--- src/hdl/psfc_pkg.sv ---
// package: table size, frame constants, counter word, result type and controller state type
package psfc_pkg;

  // table geometry
  localparam int unsigned TableEntries = 16;
  localparam int unsigned IdxW = (TableEntries > 1) ? $clog2(TableEntries) : 1;

  // frame qualification
  localparam logic [15:0] EthPIp          = 16'h0800;
  localparam logic [15:0] MinIpv4Frame    = 16'd34;
  localparam logic [63:0] PacketIncrement = 64'd1;

  // one counter word as stored in the count memory
  typedef struct packed {
    logic [63:0] packets;
    logic [63:0] bytes;
  } cnt_word_t;

  localparam int unsigned CntW = $bits(cnt_word_t);

  // result held in the output register
  typedef struct packed {
    logic        verdict;
    logic        counted;
    logic [63:0] packets;
    logic [63:0] bytes;
  } result_t;

  // controller states
  typedef enum logic [1:0] {
    S_IDLE,
    S_LOOKUP,
    S_READ
  } state_e;

endpackage

--- src/hdl/psfc_ram.sv ---
// generic single-write, single-read ram with registered read data
module psfc_ram #(
  parameter int unsigned Width = 8,
  parameter int unsigned Depth = 16,
  parameter int unsigned AddrW = (Depth > 1) ? $clog2(Depth) : 1
) (
  input  logic             clk_i,
  input  logic             wr_en_i,
  input  logic [AddrW-1:0] wr_addr_i,
  input  logic [Width-1:0] wr_data_i,
  input  logic             rd_en_i,
  input  logic [AddrW-1:0] rd_addr_i,
  output logic [Width-1:0] rd_data_o
);

  logic [Width-1:0] mem_q [Depth];
  logic [Width-1:0] rd_data_q;

  // write port
  always_ff @(posedge clk_i) begin
    if (wr_en_i) begin
      mem_q[wr_addr_i] <= wr_data_i;
    end
  end

  // read port, data held until the next read
  always_ff @(posedge clk_i) begin
    if (rd_en_i) begin
      rd_data_q <= mem_q[rd_addr_i];
    end
  end

  assign rd_data_o = rd_data_q;

endmodule

--- src/hdl/per_source_ip_flow_counter_unit.sv ---
// top level: per-source-address packet and byte counter table
//
//  channel  direction  handshake              payload
//  in       input      in_valid_i/in_stall_o  frame_length_i, ether_type_i, source_address_i
//  out      output     out_valid_o/out_stall_i verdict_o, counted_o, packet_total_o,
//                                             byte_total_o
//
// a counted frame on a known address goes through accept, key match and count read,
// then write back through the count memory; every other frame ends after key match.
// keys and valid bits sit in flip-flops for the parallel match, counts in one ram.
// reset clears all valid bits at once; no clearing pass is needed.
// a stalled output holds its result; the next transfer is taken meanwhile and
// waits at the end of its lookup or count read until the output register is free.
module per_source_ip_flow_counter_unit import psfc_pkg::*; (
  input  logic        clk_i,
  input  logic        rst_ni,
  input  logic        in_valid_i,
  output logic        in_stall_o,
  input  logic [15:0] frame_length_i,
  input  logic [15:0] ether_type_i,
  input  logic [31:0] source_address_i,
  output logic        out_valid_o,
  input  logic        out_stall_i,
  output logic        verdict_o,
  output logic        counted_o,
  output logic [63:0] packet_total_o,
  output logic [63:0] byte_total_o
);

  state_e state_q, state_d;

  logic [15:0] len_q;
  logic [15:0] etype_q;
  logic [31:0] addr_q;
  logic [IdxW-1:0] slot_q, slot_d;

  logic [TableEntries-1:0] valid_q, valid_d;
  logic [31:0]             key_q [TableEntries];
  logic                    key_we;
  logic [IdxW-1:0]         key_waddr;

  result_t result_q, result_d;
  logic    out_valid_q, out_valid_d;
  logic    out_load;
  logic    out_free;

  logic            qualify;
  logic            hit;
  logic [IdxW-1:0] hit_idx;
  logic            has_free;
  logic [IdxW-1:0] free_idx;

  logic            ram_wr_en;
  logic [IdxW-1:0] ram_wr_addr;
  cnt_word_t       ram_wr_data;
  logic            ram_rd_en;
  logic [IdxW-1:0] ram_rd_addr;
  logic [CntW-1:0] ram_rd_raw;
  cnt_word_t       ram_rd_data;
  cnt_word_t       cnt_next;

  logic in_xfer;

  assign in_xfer    = in_valid_i && !in_stall_o;
  assign in_stall_o = (state_q != S_IDLE);
  assign out_free   = !out_valid_q || !out_stall_i;

  // count memory
  psfc_ram #(
    .Width (CntW),
    .Depth (TableEntries)
  ) u_cnt_ram (
    .clk_i     (clk_i),
    .wr_en_i   (ram_wr_en),
    .wr_addr_i (ram_wr_addr),
    .wr_data_i (ram_wr_data),
    .rd_en_i   (ram_rd_en),
    .rd_addr_i (ram_rd_addr),
    .rd_data_o (ram_rd_raw)
  );

  assign ram_rd_data = cnt_word_t'(ram_rd_raw);

  // frame qualification on the captured summary
  assign qualify = (len_q >= MinIpv4Frame) && (etype_q == EthPIp);

  // parallel key match, first hit and lowest free entry
  always_comb begin
    hit      = 1'b0;
    hit_idx  = '0;
    has_free = 1'b0;
    free_idx = '0;
    for (int i = 0; i < TableEntries; i++) begin
      if (valid_q[i]) begin
        if (!hit && (key_q[i] == addr_q)) begin
          hit     = 1'b1;
          hit_idx = IdxW'(i);
        end
      end else if (!has_free) begin
        has_free = 1'b1;
        free_idx = IdxW'(i);
      end
    end
  end

  // incremented counts for a hit
  always_comb begin
    cnt_next.packets = ram_rd_data.packets + PacketIncrement;
    cnt_next.bytes   = ram_rd_data.bytes + {48'd0, len_q};
  end

  // next state and datapath control
  always_comb begin
    state_d     = state_q;
    slot_d      = slot_q;
    valid_d     = valid_q;
    key_we      = 1'b0;
    key_waddr   = free_idx;
    ram_wr_en   = 1'b0;
    ram_wr_addr = free_idx;
    ram_wr_data = '0;
    ram_rd_en   = 1'b0;
    ram_rd_addr = hit_idx;
    out_load    = 1'b0;
    result_d    = '0;
    unique case (state_q)
      S_IDLE: begin
        if (in_xfer) begin
          state_d = S_LOOKUP;
        end
      end
      S_LOOKUP: begin
        if (qualify && hit) begin
          ram_rd_en = 1'b1;
          slot_d    = hit_idx;
          state_d   = S_READ;
        end else if (out_free) begin
          out_load = 1'b1;
          state_d  = S_IDLE;
          if (!qualify) begin
            result_d = '0;
          end else if (has_free) begin
            // allocate with counts of one frame
            valid_d[free_idx]   = 1'b1;
            key_we              = 1'b1;
            ram_wr_en           = 1'b1;
            ram_wr_data.packets = PacketIncrement;
            ram_wr_data.bytes   = {48'd0, len_q};
            result_d.counted    = 1'b1;
            result_d.packets    = PacketIncrement;
            result_d.bytes      = {48'd0, len_q};
          end else begin
            result_d.verdict = 1'b1;
          end
        end
      end
      S_READ: begin
        ram_wr_addr = slot_q;
        if (out_free) begin
          ram_wr_en        = 1'b1;
          ram_wr_data      = cnt_next;
          out_load         = 1'b1;
          result_d.counted = 1'b1;
          result_d.packets = cnt_next.packets;
          result_d.bytes   = cnt_next.bytes;
          state_d          = S_IDLE;
        end
      end
      default: begin
        state_d = S_IDLE;
      end
    endcase
  end

  // state and valid bits
  always_ff @(posedge clk_i or negedge rst_ni) begin
    if (!rst_ni) begin
      state_q <= S_IDLE;
      valid_q <= '0;
    end else begin
      state_q <= state_d;
      valid_q <= valid_d;
    end
  end

  // captured summary and hit slot
  always_ff @(posedge clk_i) begin
    if (in_xfer) begin
      len_q   <= frame_length_i;
      etype_q <= ether_type_i;
      addr_q  <= source_address_i;
    end
    slot_q <= slot_d;
  end

  // key store
  always_ff @(posedge clk_i) begin
    if (key_we) begin
      key_q[key_waddr] <= addr_q;
    end
  end

  // output register
  always_comb begin
    out_valid_d = out_valid_q;
    if (out_load) begin
      out_valid_d = 1'b1;
    end else if (!out_stall_i) begin
      out_valid_d = 1'b0;
    end
  end

  always_ff @(posedge clk_i or negedge rst_ni) begin
    if (!rst_ni) begin
      out_valid_q <= 1'b0;
    end else begin
      out_valid_q <= out_valid_d;
    end
  end

  always_ff @(posedge clk_i) begin
    if (out_load) begin
      result_q <= result_d;
    end
  end

  assign out_valid_o    = out_valid_q;
  assign verdict_o      = result_q.verdict;
  assign counted_o      = result_q.counted;
  assign packet_total_o = result_q.packets;
  assign byte_total_o   = result_q.bytes;

  // a transfer always moves the controller into lookup
  a_accept_lookup: assert property (@(posedge clk_i) disable iff (!rst_ni)
    in_xfer |=> (state_q == S_LOOKUP))
    else $error("accepted transfer did not start a lookup");

  // an abort never counts
  a_abort_uncounted: assert property (@(posedge clk_i) disable iff (!rst_ni)
    out_valid_o |-> !(verdict_o && counted_o))
    else $error("result both aborted and counted");

  // uncounted results carry zero totals
  a_uncounted_zero: assert property (@(posedge clk_i) disable iff (!rst_ni)
    (out_valid_o && !counted_o) |-> ((packet_total_o == 64'd0) && (byte_total_o == 64'd0)))
    else $error("uncounted result with nonzero totals");

  // entries are never evicted
  a_no_evict: assert property (@(posedge clk_i) disable iff (!rst_ni)
    ##1 ((valid_q & $past(valid_q)) == $past(valid_q)))
    else $error("table entry lost its valid bit");

  // allocation only takes an entry that was free
  a_alloc_free: assert property (@(posedge clk_i) disable iff (!rst_ni)
    key_we |-> !valid_q[free_idx])
    else $error("allocation hit an occupied entry");

endmodule
--- config.mk ---
export PLATFORM = sky130hd
export DESIGN_NAME = per_source_ip_flow_counter_unit
export DESIGN_NICKNAME = d
export VERILOG_FILES = /design/src/hdl/psfc_pkg.sv /design/src/hdl/psfc_ram.sv /design/src/hdl/per_source_ip_flow_counter_unit.sv
export SDC_FILE = /design/constraint.sdc
export NUM_CORES = 2
export LEC_CHECK = 0
export ABC_CLOCK_PERIOD_IN_PS = 29500
export BUFFER_PORTS_ARGS = -buffer_cell sky130_fd_sc_hd__buf_2
export CORE_AREA = 2 2 578 580
export CTS_CLUSTER_SIZE = 8
export DETAILED_ROUTE_END_ITERATION = 8
export DIE_AREA = 0 0 580 582
export GPL_TIMING_DRIVEN = 0
export PLACE_DENSITY = 0.46
export SLEW_MARGIN = 20
export SYNTH_ARGS = -nofsm -noshare
export SYNTH_HDL_FRONTEND = slang
export SYNTH_SLANG_ARGS = --single-unit
--- constraint.sdc ---
create_clock -name clk_i -period 29.5 [get_ports clk_i]
set_input_delay 1.475 -clock clk_i [delete_from_list [all_inputs] [get_ports clk_i]]
set_output_delay 1.475 -clock clk_i [all_outputs]
set_load 0.01 [all_outputs]
==> reports/qor.csv <==
stage,metric,value,unit
outcome,outcome,"finished, final reports clean",
place,dpl.hpwl,253000,microns
setup_path,worst_ep_arrival_time,8.04,ns
power_and_ir_drop,vdd_ir_drop_max,42.2,uV
power_and_ir_drop,p_per_area,67.6,nW/um^2
clock_tree,clk-insertion-delay-late,0.97,ns
sta,setup-tns-final,0,ns
finish,area_growth_syn_to_layout,20.0,%
detailed_routing,iteration_0_drc_count_of_the_detailed_router,6471,
logic_synthesis,synth_warnings,0,
sta,worstMarginPinSlew,1.18,ns
sta,slew_violations,0,
setup_path,critPathRequiredTime,30.11,ns
sta,final.setup_skew,0.0834,ns
clock_tree,max-clock-path-buffers,4,
detailed_routing,final_routed_wirelength_across_all_metal_layers,371000,microns
place,routabilityCongestion,0.840,
logic_synthesis,ys_dominant_reg_cell,edfxtp_1,
clock_tree,post_cts_resized,0,
finish,utilization,0.418,
logic_synthesis,post_synth_instance_area,115000,sq um
sta,post-route-worst-setup-slack,22.07,ns
logic_synthesis,async_flop_share,0.00654,
sta,fmaxAchievable,135,MHz
detailed_routing,post_drt_via_cell_ratio,5.39,
finish,final_cells,11942,
die,std_cell_rows,212,
logic_synthesis,yosysSeqAreaShare,0.755,
logic_synthesis,yosys-top-cells-area,"edfxtp_1 (75%), mux2i_1 (6.2%), xor2_1 (3.5%)",
sta,final-hold-violation-count,0,
logic_synthesis,synth.net_count,6714,
clock_tree,post_cts_setup_driven_buffer_insertion_count,0,
finish,multiInputGateArea,27000,sq um
clock_tree,cts_htree_levels,5,
finish,final_design_area_no_fill,139000,sq um
place,port-buffer-count,199,
sta,slew_headroom,0.209,
die,design.portCount,200,
clock_tree,cts.sink_count,2905,
place,preCtsSetupSlack,22.11,ns
die,die_height,582,microns
detailed_routing,routed_length_per_placed_instance,31.0,microns
setup_path,critical_path_class,register to register,
sta,rsz0062_at_grt,no,
logic_synthesis,synthesis.instances,6624,
setup_path,timing.critical_path.from_type,register,
place,place.detailed.instances,11475,
clock_tree,ctsRootBufferMaster,clkbuf_16,
global_routing,grt_remaining_overflow,0,
sta,setup-violations-final,0,
global_routing,antenna_found_initial,42,
setup_path,crit_fanout,19,
sta,final.min_clock_period,7.43,ns
die,core_area,332000,sq um
worst_hold_path,worstHoldPathType,register to register,
power_and_ir_drop,report.power.total,9.36,mW
clock_tree,cts_tree,built,
finish,final_nets,7581,
finish,layout.filler_cells,29418,
die,die_x,580,microns
logic_synthesis,yosysTopAreaCellShare,0.751,
die,starting_density_of_the_core,0.348,
global_routing,groute.usage.overall,0.215,
logic_synthesis,synth_top_cell_by_area,edfxtp_1,
power_and_ir_drop,total_leakage_power,50.1,nW
finish,final-seq-area,87100,sq um
detailed_routing,drc,0,
logic_synthesis,postSynthRegisterBits,2905,
clock_tree,postCtsHoldBufs,0,
setup_path,critical_path.endpoint_type,register,
sta,final_min_period_over_clock_period,0.252,
logic_synthesis,synth_enable_flop_cells,2886,
detailed_routing,vias,64355,
global_routing,first_global_vias,64786,
global_routing,maximum_number_of_pins_on_one_net_before_global_route_repair,36,
clock_tree,cts_made_buffers,401,
place,place_area,128000,sq um
logic_synthesis,ys_types,80,
sta,fin_worst_hold_slack,0.528,ns
logic_synthesis,avgSynthCellArea,17.4,sq um
flow_run,drv_cap,0,
global_routing,grt_pass1_wl,512000,microns
clock_tree,clkSlewWorstSetupHoldPaths,0.05,ns
die,die_area,338000,sq um
detailed_routing,drt_pass1_iterations,6,
finish,final_layout_size_suffix_gt1_frac,0.185,
detailed_routing,ant_nets,0,
cells in the mapped netlist (32+ instances only):
| master | instances |
|---|---|
| o22ai_1 | 350 |
| nand2_1 | 243 |
| nor3_1 | 63 |
| mux2i_1 | 715 |
| a21oi_1 | 135 |
| buf_4 | 41 |
| clkbuf_1 | 96 |
| xor2_1 | 467 |
| mux4_2 | 117 |
| nand4_1 | 99 |
| nand3_1 | 87 |
| buf_6 | 33 |
| nor4_1 | 187 |
| edfxtp_1 | 2886 |
| xnor2_1 | 156 |
| o21ai_0 | 40 |
| buf_2 | 128 |
| or3_1 | 32 |
| nor2_1 | 282 |
cells in the final DEF (no fill, tap or decap), types with 61 or more instances in the layout:
| cell | count |
|---|---|
| nor2_1 | 198 |
| buf_16 | 85 |
| o22ai_1 | 350 |
| clkbuf_16 | 407 |
| nand2_1 | 243 |
| clkbuf_1 | 104 |
| nand3_1 | 87 |
| nor3_1 | 61 |
| buf_12 | 103 |
| a21oi_1 | 125 |
| edfxtp_1 | 2886 |
| xnor2_1 | 156 |
| nor4_1 | 185 |
| buf_2 | 328 |
| mux2i_1 | 715 |
| mux4_2 | 117 |
| nand4_1 | 99 |
| xor2_1 | 467 |
worst max-delay path: stages, from the launching register on:
cell	delay [ns]
edfxtp_1	0.79
buf_2	0.50
buf_2	0.62
xor2_1	0.46
nand4b_1	0.17
or4_1	0.38
and2_4	0.26
and3_1	0.36
nand4_1	0.21
nor3b_4	0.76
nor2_1	0.31
or3b_2	0.67
nor2_4	0.59
buf_12	0.28
buf_12	0.20
buf_12	0.22
buf_12	0.20
report_power, final:
part / internal (mW) / total [mW] / switching, mW
combinational: 0.184 / 0.587 / 0.403
clock: 2.43 / 4.11 / 1.68
sequential: 4.60 / 4.67 / 0.0687
total: 7.21 / 9.36 / 2.15
path summary, 6_finish.rpt:
path                            start                endpoint  slack, ns  cells after the start
setup / recovery            addr_q[8]  u_cnt_ram.mem_q[1][34]      22.07                     16
hold / removal             addr_q[19]           key_q[11][19]       0.53                      0
setup reg to reg            addr_q[8]  u_cnt_ram.mem_q[1][34]      22.07                     16
hold reg to reg            addr_q[19]           key_q[11][19]       0.53                      0
max in group asynchronous      rst_ni              state_q[1]      28.52                      1
min in group asynchronous      rst_ni              valid_q[7]       0.56                      1
cell families after synthesis:
family | share of synthesized area
xor+xnor | 0.0473
simple gates | 0.0526
compound gates | 0.0378
flops | 0.755
mux | 0.0895
fa+ha+maj | 0.00245
buf+inv | 0.0158
area by class of cell:
| class | instances | area share |
|---|---|---|
| Sequential cell | 2905 | 0.629 |
| Multi-Input combinational cell | 3385 | 0.195 |
| Clock buffer | 432 | 0.0742 |
| Timing Repair Buffer | 464 | 0.0463 |
| Tap cell | 4387 | 0.0396 |
| Buffer | 306 | 0.0125 |
| Clock inverter | 22 | 0.00289 |
| Inverter | 28 | 0.000758 |
| Antenna cell | 13 | 0.000235 |
flip-flops by register name (all words and copies together) (netlist names):
signal / flops
u_cnt_ram.mem_q: 2048
key_q: 512
u_cnt_ram.rd_data_o: 128
byte_total_o: 64
packet_total_o: 64
addr_q: 32
etype_q: 16
len_q: 16
valid_q: 16
slot_q: 4
state_q: 2
counted_o: 1
out_valid_o: 1
verdict_o: 1
routing by layer:
metal | global-route usage | up-vias | wire, microns
li1 | - | 27801 | -
met1 | 0.303 | 33709 | 164000
met2 | 0.346 | 2328 | 173000
met3 | 0.0387 | 507 | 24900
met4 | 0.0542 | 10 | 9030
met5 | 0 | - | 58
No activity file was read; power rests on OpenSTA's default activity.
